### config.mk
export PLATFORM = sky130hd
export DESIGN_NAME = sorted_insert_table_flat
export DESIGN_NICKNAME = d
export VERILOG_FILES = /design/src/rtl/core/sit_pkg.sv /design/src/rtl/core/sit_in_if.sv /design/src/rtl/core/sit_out_if.sv /design/src/rtl/core/sit_ctrl.sv /design/src/rtl/core/sit_dp.sv /design/src/rtl/core/sorted_insert_table.sv /design/src/flat_wrapper.sv
export SDC_FILE = /design/constraint.sdc
export NUM_CORES = 2
export LEC_CHECK = 0
export BUFFER_PORTS_ARGS = -buffer_cell sky130_fd_sc_hd__buf_2
export CAP_MARGIN = 30
export CORE_MARGIN = 2
export CORE_UTILIZATION = 46
export DETAILED_ROUTE_END_ITERATION = 8
export GPL_TIMING_DRIVEN = 0
export PLACE_DENSITY_LB_ADDON = 0.3
export SLEW_MARGIN = 10
export SYNTH_ARGS = -nofsm -noshare
export SYNTH_HDL_FRONTEND = slang
export SYNTH_SLANG_ARGS = --single-unit
export TNS_END_PERCENT = 1
### constraint.sdc
create_clock -name clk -period 7.6 [get_ports clk]
set_input_delay 2.28 -clock clk [delete_from_list [all_inputs] [get_ports clk]]
set_output_delay 2.28 -clock clk [all_outputs]
set_load 0.01 [all_outputs]
### src/rtl/core/sit_pkg.sv
`timescale 1ns / 1ps

package sit_pkg;

  localparam int DEPTH    = 16;
  localparam int IDX_W    = $clog2(DEPTH);
  localparam int FILL_W   = $clog2(DEPTH + 1);
  localparam int VALUE_W  = 32;
  localparam int COUNT_W  = 16;
  localparam int STATUS_W = 2;

  // item kinds
  localparam logic KIND_INSERT = 1'b0;
  localparam logic KIND_TAKE   = 1'b1;

  // result status codes
  localparam logic [STATUS_W-1:0] ST_INSERTED = 2'd0;
  localparam logic [STATUS_W-1:0] ST_FULL     = 2'd1;
  localparam logic [STATUS_W-1:0] ST_ENTRY    = 2'd2;
  localparam logic [STATUS_W-1:0] ST_NONE     = 2'd3;

  typedef enum logic {
    S_IDLE,
    S_TAKE
  } sit_state_t;

  // controller to datapath
  typedef struct packed {
    logic do_insert;   // apply the accepted insert, load its acknowledge
    logic take_start;  // latch the clamped count, rewind the read index
    logic emit;        // load the next stored entry into the result register
  } sit_cmd_t;

  // datapath to controller
  typedef struct packed {
    logic take_empty;  // the item on the input would read nothing
    logic take_last;   // the entry under the read index is the final one
  } sit_sts_t;

endpackage

### src/rtl/core/sit_in_if.sv
`timescale 1ns / 1ps

interface sit_in_if;
  logic                         valid;
  logic                         ready;
  logic                         kind;
  logic [sit_pkg::VALUE_W-1:0]  value;
  logic [sit_pkg::COUNT_W-1:0]  take_count;

  modport source (output valid, output kind, output value, output take_count, input ready);
  modport sink   (input valid, input kind, input value, input take_count, output ready);
endinterface

### src/rtl/core/sit_out_if.sv
`timescale 1ns / 1ps

interface sit_out_if;
  logic                          valid;
  logic                          ready;
  logic [sit_pkg::STATUS_W-1:0]  status;
  logic [sit_pkg::VALUE_W-1:0]   entry;
  logic                          last;

  modport source (output valid, output status, output entry, output last, input ready);
  modport sink   (input valid, input status, input entry, input last, output ready);
endinterface

### src/rtl/core/sit_ctrl.sv
`timescale 1ns / 1ps

module sit_ctrl (
  input  logic              clk,
  input  logic              rst_n,
  input  logic              in_valid,
  input  logic              in_kind,
  output logic              in_ready,
  input  logic              out_ready,
  output logic              out_valid,
  output sit_pkg::sit_cmd_t cmd,
  input  sit_pkg::sit_sts_t sts
);

  sit_pkg::sit_state_t state_r, state_nxt;
  logic                out_valid_r, out_valid_nxt;
  logic                slot_free;
  logic                in_acc;

  assign slot_free = !out_valid_r || out_ready;
  assign in_acc    = in_valid && in_ready;
  assign out_valid = out_valid_r;

  always_comb begin
    state_nxt = state_r;
    unique case (state_r)
      sit_pkg::S_IDLE: begin
        if (in_acc && in_kind == sit_pkg::KIND_TAKE && !sts.take_empty) begin
          state_nxt = sit_pkg::S_TAKE;
        end
      end
      sit_pkg::S_TAKE: begin
        if (slot_free && sts.take_last) begin
          state_nxt = sit_pkg::S_IDLE;
        end
      end
      default: state_nxt = sit_pkg::S_IDLE;
    endcase
  end

  always_comb begin
    in_ready      = 1'b0;
    cmd           = '0;
    out_valid_nxt = out_valid_r && !out_ready;
    unique case (state_r)
      sit_pkg::S_IDLE: begin
        in_ready = slot_free;
        if (in_acc) begin
          if (in_kind == sit_pkg::KIND_INSERT) begin
            cmd.do_insert = 1'b1;
            out_valid_nxt = 1'b1;
          end else begin
            cmd.take_start = 1'b1;
            // an empty take answers at once
            if (sts.take_empty) begin
              out_valid_nxt = 1'b1;
            end
          end
        end
      end
      sit_pkg::S_TAKE: begin
        if (slot_free) begin
          cmd.emit      = 1'b1;
          out_valid_nxt = 1'b1;
        end
      end
      default: begin
        in_ready = 1'b0;
      end
    endcase
  end

  always_ff @(posedge clk) begin
    if (!rst_n) begin
      state_r     <= sit_pkg::S_IDLE;
      out_valid_r <= 1'b0;
    end else begin
      state_r     <= state_nxt;
      out_valid_r <= out_valid_nxt;
    end
  end

endmodule

### src/rtl/core/sit_dp.sv
`timescale 1ns / 1ps

module sit_dp (
  input  logic                          clk,
  input  logic                          rst_n,
  input  sit_pkg::sit_cmd_t             cmd,
  output sit_pkg::sit_sts_t             sts,
  input  logic [sit_pkg::VALUE_W-1:0]   in_value,
  input  logic [sit_pkg::COUNT_W-1:0]   in_take_count,
  output logic [sit_pkg::STATUS_W-1:0]  out_status,
  output logic [sit_pkg::VALUE_W-1:0]   out_entry,
  output logic                          out_last
);

  logic [sit_pkg::VALUE_W-1:0]  tbl_r [sit_pkg::DEPTH];
  logic [sit_pkg::FILL_W-1:0]   fill_r;
  logic [sit_pkg::FILL_W-1:0]   n_r;
  logic [sit_pkg::IDX_W-1:0]    idx_r;
  logic [sit_pkg::STATUS_W-1:0] status_r;
  logic [sit_pkg::VALUE_W-1:0]  entry_r;
  logic                         last_r;

  logic                         full;
  logic                         ins_en;
  logic [sit_pkg::DEPTH-1:0]    gt;
  logic [sit_pkg::DEPTH-1:0]    at_or_after;
  logic [sit_pkg::FILL_W-1:0]   n_in;

  assign full   = fill_r == sit_pkg::FILL_W'(sit_pkg::DEPTH);
  assign ins_en = cmd.do_insert && !full;

  // clamp the requested count to the fill level
  assign n_in = (in_take_count < sit_pkg::COUNT_W'(fill_r))
              ? in_take_count[sit_pkg::FILL_W-1:0] : fill_r;

  assign sts.take_empty = n_in == '0;
  assign sts.take_last  = (sit_pkg::FILL_W'(idx_r) + sit_pkg::FILL_W'(1)) == n_r;

  // mark every slot at or after the insertion point; the table is sorted,
  // so the marks form one contiguous run ending at the fill level
  always_comb begin
    for (int i = 0; i < sit_pkg::DEPTH; i++) begin
      gt[i] = (sit_pkg::FILL_W'(i) < fill_r) && (tbl_r[i] > in_value);
      at_or_after[i] = (sit_pkg::FILL_W'(i) < fill_r) ? gt[i]
                     : (sit_pkg::FILL_W'(i) == fill_r);
    end
  end

  for (genvar g = 0; g < sit_pkg::DEPTH; g++) begin : g_slot
    if (g == 0) begin : g_head
      always_ff @(posedge clk) begin
        if (ins_en && at_or_after[0]) begin
          tbl_r[0] <= in_value;
        end
      end
    end else begin : g_body
      // take the new value at the insertion point, else shift up by one
      always_ff @(posedge clk) begin
        if (ins_en && at_or_after[g]) begin
          tbl_r[g] <= at_or_after[g-1] ? tbl_r[g-1] : in_value;
        end
      end
    end
  end

  always_ff @(posedge clk) begin
    if (!rst_n) begin
      fill_r <= '0;
    end else if (ins_en) begin
      fill_r <= fill_r + sit_pkg::FILL_W'(1);
    end
  end

  always_ff @(posedge clk) begin
    if (cmd.take_start) begin
      n_r   <= n_in;
      idx_r <= '0;
    end else if (cmd.emit) begin
      idx_r <= idx_r + sit_pkg::IDX_W'(1);
    end
  end

  always_ff @(posedge clk) begin
    if (cmd.do_insert) begin
      status_r <= full ? sit_pkg::ST_FULL : sit_pkg::ST_INSERTED;
      entry_r  <= '0;
      last_r   <= 1'b1;
    end else if (cmd.take_start) begin
      status_r <= sit_pkg::ST_NONE;
      entry_r  <= '0;
      last_r   <= 1'b1;
    end else if (cmd.emit) begin
      status_r <= sit_pkg::ST_ENTRY;
      entry_r  <= tbl_r[idx_r];
      last_r   <= sts.take_last;
    end
  end

  assign out_status = status_r;
  assign out_entry  = entry_r;
  assign out_last   = last_r;

endmodule

### src/rtl/core/sorted_insert_table.sv
// Sorted insert table: keeps up to DEPTH unsigned 32-bit values in ascending order.
// Input channel in_ch carries one transaction per item: kind 0 inserts value,
// kind 1 reads out the first take_count stored values (clamped to the fill level).
// Result channel out_ch returns status, entry and last for every result.
// An insert answers with one result (inserted, or full and dropped) that sits in
// the result register the cycle after acceptance, the compare and shift across all
// slots happening in the cycle of acceptance.
// A take of n entries (up to DEPTH) enters the take state, which then loads them
// into the result register one per cycle while the receiver drains them, read out by
// the controller through a single read index; no new item is taken meanwhile. A take
// of zero entries answers like an insert. Equal values go after those already stored.
// in_ch.ready is high only while no take is being read out and the result register
// is empty or being drained in the same cycle.
// When the receiver stalls, the result register holds its contents and the block
// waits; no new item is taken until the waiting result has been drained.
// Reset (rst_n low, synchronous) empties the table and drops any pending result;
// no clearing pass is needed.
`timescale 1ns / 1ps

module sorted_insert_table (
  input  logic      clk,
  input  logic      rst_n,
  sit_in_if.sink    in_ch,
  sit_out_if.source out_ch
);

  sit_pkg::sit_cmd_t cmd;
  sit_pkg::sit_sts_t sts;

  sit_ctrl u_ctrl (
    .clk       (clk),
    .rst_n     (rst_n),
    .in_valid  (in_ch.valid),
    .in_kind   (in_ch.kind),
    .in_ready  (in_ch.ready),
    .out_ready (out_ch.ready),
    .out_valid (out_ch.valid),
    .cmd       (cmd),
    .sts       (sts)
  );

  sit_dp u_dp (
    .clk           (clk),
    .rst_n         (rst_n),
    .cmd           (cmd),
    .sts           (sts),
    .in_value      (in_ch.value),
    .in_take_count (in_ch.take_count),
    .out_status    (out_ch.status),
    .out_entry     (out_ch.entry),
    .out_last      (out_ch.last)
  );

endmodule

### src/flat_wrapper.sv
// flat-port wrapper written by rule: the top's interface ports become plain ports
module sorted_insert_table_flat 
  (clk, rst_n, in_ch_valid, in_ch_kind, in_ch_value, in_ch_take_count, in_ch_ready, out_ch_valid, out_ch_status, out_ch_entry, out_ch_last, out_ch_ready);
  sit_in_if in_ch_i ();
  sit_out_if out_ch_i ();
  input  logic clk;
  input  logic rst_n;
  input wire logic [$bits(in_ch_i.valid)-1:0] in_ch_valid;
  input wire logic [$bits(in_ch_i.kind)-1:0] in_ch_kind;
  input wire logic [$bits(in_ch_i.value)-1:0] in_ch_value;
  input wire logic [$bits(in_ch_i.take_count)-1:0] in_ch_take_count;
  output wire logic [$bits(in_ch_i.ready)-1:0] in_ch_ready;
  output wire logic [$bits(out_ch_i.valid)-1:0] out_ch_valid;
  output wire logic [$bits(out_ch_i.status)-1:0] out_ch_status;
  output wire logic [$bits(out_ch_i.entry)-1:0] out_ch_entry;
  output wire logic [$bits(out_ch_i.last)-1:0] out_ch_last;
  input wire logic [$bits(out_ch_i.ready)-1:0] out_ch_ready;
  assign in_ch_i.valid = in_ch_valid;
  assign in_ch_i.kind = in_ch_kind;
  assign in_ch_i.value = in_ch_value;
  assign in_ch_i.take_count = in_ch_take_count;
  assign in_ch_ready = in_ch_i.ready;
  assign out_ch_valid = out_ch_i.valid;
  assign out_ch_status = out_ch_i.status;
  assign out_ch_entry = out_ch_i.entry;
  assign out_ch_last = out_ch_i.last;
  assign out_ch_i.ready = out_ch_ready;
  sorted_insert_table u_core (.clk(clk), .rst_n(rst_n), .in_ch(in_ch_i), .out_ch(out_ch_i));
endmodule
==> metrics.md <==
| Metric | Value |
|---|---|
| Met1 usage | `0.4574` |
| Port bufs | `89` |
| CP Max Fanout | `17` |
| Clock Pin Slew Worst Setup and Hold Paths | `0.06 ns` |
| Highest Clock Rate | `0.1405 GHz` |
| Pin count of the biggest net entering global routing | `22` |
| Post-synthesis sequential area ratio | `0.4202` |
| H-tree levels | `3` |
| Tcrit/Tclk final | `0.9362` |
| Post-synthesis compound-gate area fraction | `0.09361` |
| Post-synthesis cell type count | `67` |
| Async S/R FF share, synth | `0` |
| Final hold vios | `0` |
| Initial antenna violation count | `9` |
| Worst-Skew Late Latency | `0.65 ns` |
| CP Class | `primary input to flip-flop` |
| Final Max Slew Viols | `0` |
| Outcome | `completed` |
| Largest family of logic cells by synthesized area | `multiplexers` |
| Critical Path Sink Type | `flip-flop` |
| Critical path launch point type | `primary input` |
| Remaining DRCs | `0` |
| Layout cells sized above 1 | `0.2235` |
| Synth top area cells | `edfxtp_1 40%, ha_1 17%, mux4_2 9.2%` |
| Die area | `87550 µm²` |
| Worst Path Required | `7.95 ns` |
| Simple-gate share of the synthesized area | `0.07407` |
| Maximum VDD drop | `0.0001926 V` |
| Initial Utilization | `0.4624` |
| Worst setup margin | `0.4850 ns` |
| Static Leak | `16.30 nW` |
| Post-CTS Setup Bufs | `0` |
| Overall routed net length | `149400 µm` |
| Number of synthesized flops with an enable pin | `519` |
| Gr usage total | `0.3416` |
| P&R area growth vs syn | `13.09%` |
| Post-route antenna net violation count | `0` |
| I/O Pins | `90` |
| Final nets | `3881` |
| First-pass GRT wire length | `212900 µm` |
| Total gr overflow | `0` |
| Hold_buf cts | `0` |
| Total power | `0.008230 W` |
| Post-Layout Cell Count | `4511` |
| # setup viols final | `0` |
| TritonCTS clock tree | `done` |
| Placed Cells | `4375` |
| Routability cong. | `1.016` |
| Tightest Hold Check Type | `flip-flop to flip-flop` |
| Pwr/cell area | `185.7 nW/µm²` |
| Yosys top cell by area | `edfxtp_1` |
| Fraction of the mapped netlist area in adder cells | `0.1660` |
| Syn_nets | `3660` |
| Unrepaired setup endpoints after global routing | `false` |
| Row cnt | `107` |
| Via count | `30890` |
| Tmin final | `7.115 ns` |
| Core Box Area | `84750 µm²` |
| Dominant synthesized flop cell | `edfxtp_1` |
| WL/cell | `33.12 µm` |
| CTS root buf | `clkbuf_16` |
| Clk_skew | `0.05422 ns` |
| DIE HEIGHT | `295.9 µm` |
| Met3 Resource Use GR | `0.08154` |
| Clock tree sinks | `563` |
| Detail Placement HPWL | `114800 µm` |
| Cells after Synth | `3087` |
| Synthesized area | `39190 µm²` |
| Die extent in x | `295.9 µm` |
| Flops & latches, synth | `563` |
| Initial DRC count | `4473` |
| Mux contribution to synthesized area | `0.2205` |
| Share of the synthesized area in the top cell type | `0.3977` |
| Met2 usage | `0.5098` |
| Syn Area/Cell | `12.70 µm²` |
| CTS Buf Count | `69` |
| Global routing's busiest layer | `met2` |
| Max_slew headroom | `0.07535` |
| Final Util | `0.5230` |
| XOR/XNOR Fraction of Synth Area | `0.002011` |
| YS warnings | `0` |
| Maxcap violations | `0` |
| Crit path DAT | `7.47 ns` |
| Vias in the first global route | `29260` |
| Number of vias per cell | `6.848` |
| DR pass1 iterations | `6` |
| CTS resizes | `0` |
| Dpl ws | `0.1434 ns` |
| Clock buffer depth | `3` |
| Actual slew at the worst max-slew pin | `1.387 ns` |
cell families after synthesis:
logic type,after synthesis
XOR/XNOR,9
adder cells (fa/ha/maj),520
flip-flops,563
multiplexers,609
buffers and inverters,223
AND/OR/NAND/NOR,574
AO/OA/AOI/OAI,589
critical path, cell delays in order:
cell and delay [ns]:
buf_2 0.16, inv_1 0.62, ha_1 0.33, nand4_1 0.27
nor4_1 0.59, buf_2 0.26, nor3b_1 0.56, a21oi_1 0.14
a22oi_1 1.07, buf_2 0.60, nor2_4 0.28, buf_12 0.26
final timing paths:
path                                           startpoint                   endpoint  slack, ns  cells after the start
worst max-delay path                      in_ch_value[31]   u_core.u_dp.tbl_r[9][14]       0.48                     12
worst max register to register   u_core.u_dp.tbl_r[9][30]   u_core.u_dp.tbl_r[9][14]       2.42                     10
worst min-delay path            u_core.u_dp.out_entry[31]  u_core.u_dp.out_entry[31]       0.45                      2
worst min register to register  u_core.u_dp.out_entry[31]  u_core.u_dp.out_entry[31]       0.45                      2
sequential cells by signal, indices dropped and copies added (netlist names):
signal                   cells
u_core.u_dp.tbl_r          512
u_core.u_dp.out_entry       32
u_core.u_dp.fill_r           5
u_core.u_dp.n_r              5
u_core.u_dp.idx_r            4
u_core.u_dp.out_status       2
u_core.u_ctrl.out_valid      1
u_core.u_ctrl.state_r        1
u_core.u_dp.out_last         1
placed cells by master, fill, tap and decap left out, types with 22 or more instances in the layout:
cell type	synthesis	final
ha_1	520	520
edfxtp_1	519	519
mux2_2	261	261
a21oi_1	247	246
nand2_1	214	214
mux2_1	173	173
mux4_2	160	160
buf_2	45	147
clkbuf_1	94	116
nand4_1	108	108
o21ai_0	103	103
clkbuf_16	0	72
nand3_1	60	60
inv_1	59	59
a211oi_1	55	55
dfxtp_1	44	44
nor2_1	57	43
a21o_1	38	38
a32oi_1	36	36
nor4_1	30	28
o211ai_1	22	22
routing by layer:
layer | up-vias | wire, µm
li1 | 12910 | -
met1 | 15440 | 57170
met2 | 2072 | 64220
met3 | 454 | 18010
met4 | 14 | 9898
met5 | - | 104
metrics by stage:
step                      area [µm²]  hold slack (ns)  TNS [ns]
final                          44320           0.4506         0
after CTS                      44260           0.4525         0
after global routing           44320           0.4712         0
after detailed placement       41980           0.4440         0
after floorplan                39190           0.4805         0
after global placement         41070           0.4397   -891.38
power breakdown:
| group | internal (W) | switching (W) | total (W) |
|---|---|---|---|
| combinational | 0.000534 | 0.000781 | 0.00131 |
| sequential | 0.00342 | 0.0000225 | 0.00345 |
| clock | 0.00202 | 0.00145 | 0.00347 |
synthesized netlist by cell type, drive strengths merged (10+ instances only):
cell     instances
o21ai          104
a21boi          11
mux2i           15
dfxtp           44
nor2b           19
nor3            16
nand3           60
mux2           434
a32oi           36
nor4            30
o211ai          22
a21o            38
and4            10
edfxtp         519
nand2          214
ha             520
a21oi          248
a2111oi         11
a211oi          55
and2            10
clkbuf          94
nor2            57
mux4           160
nand2b          11
buf             67
inv             62
nand4          108
layout make-up:
class                   count  area, µm²
fillers                  7308      40430
multi-input cells        2301      21930
flip-flops and latches    563      16470
clock buffers             103       1988
well taps                1144       1431
repair buffers            150       1270
plain buffers             161      699.4
clock inverters            25      295.3
inverters                  62      232.7
diodes                      2      5.005
Note: power is estimated with default switching activity, not from simulation.
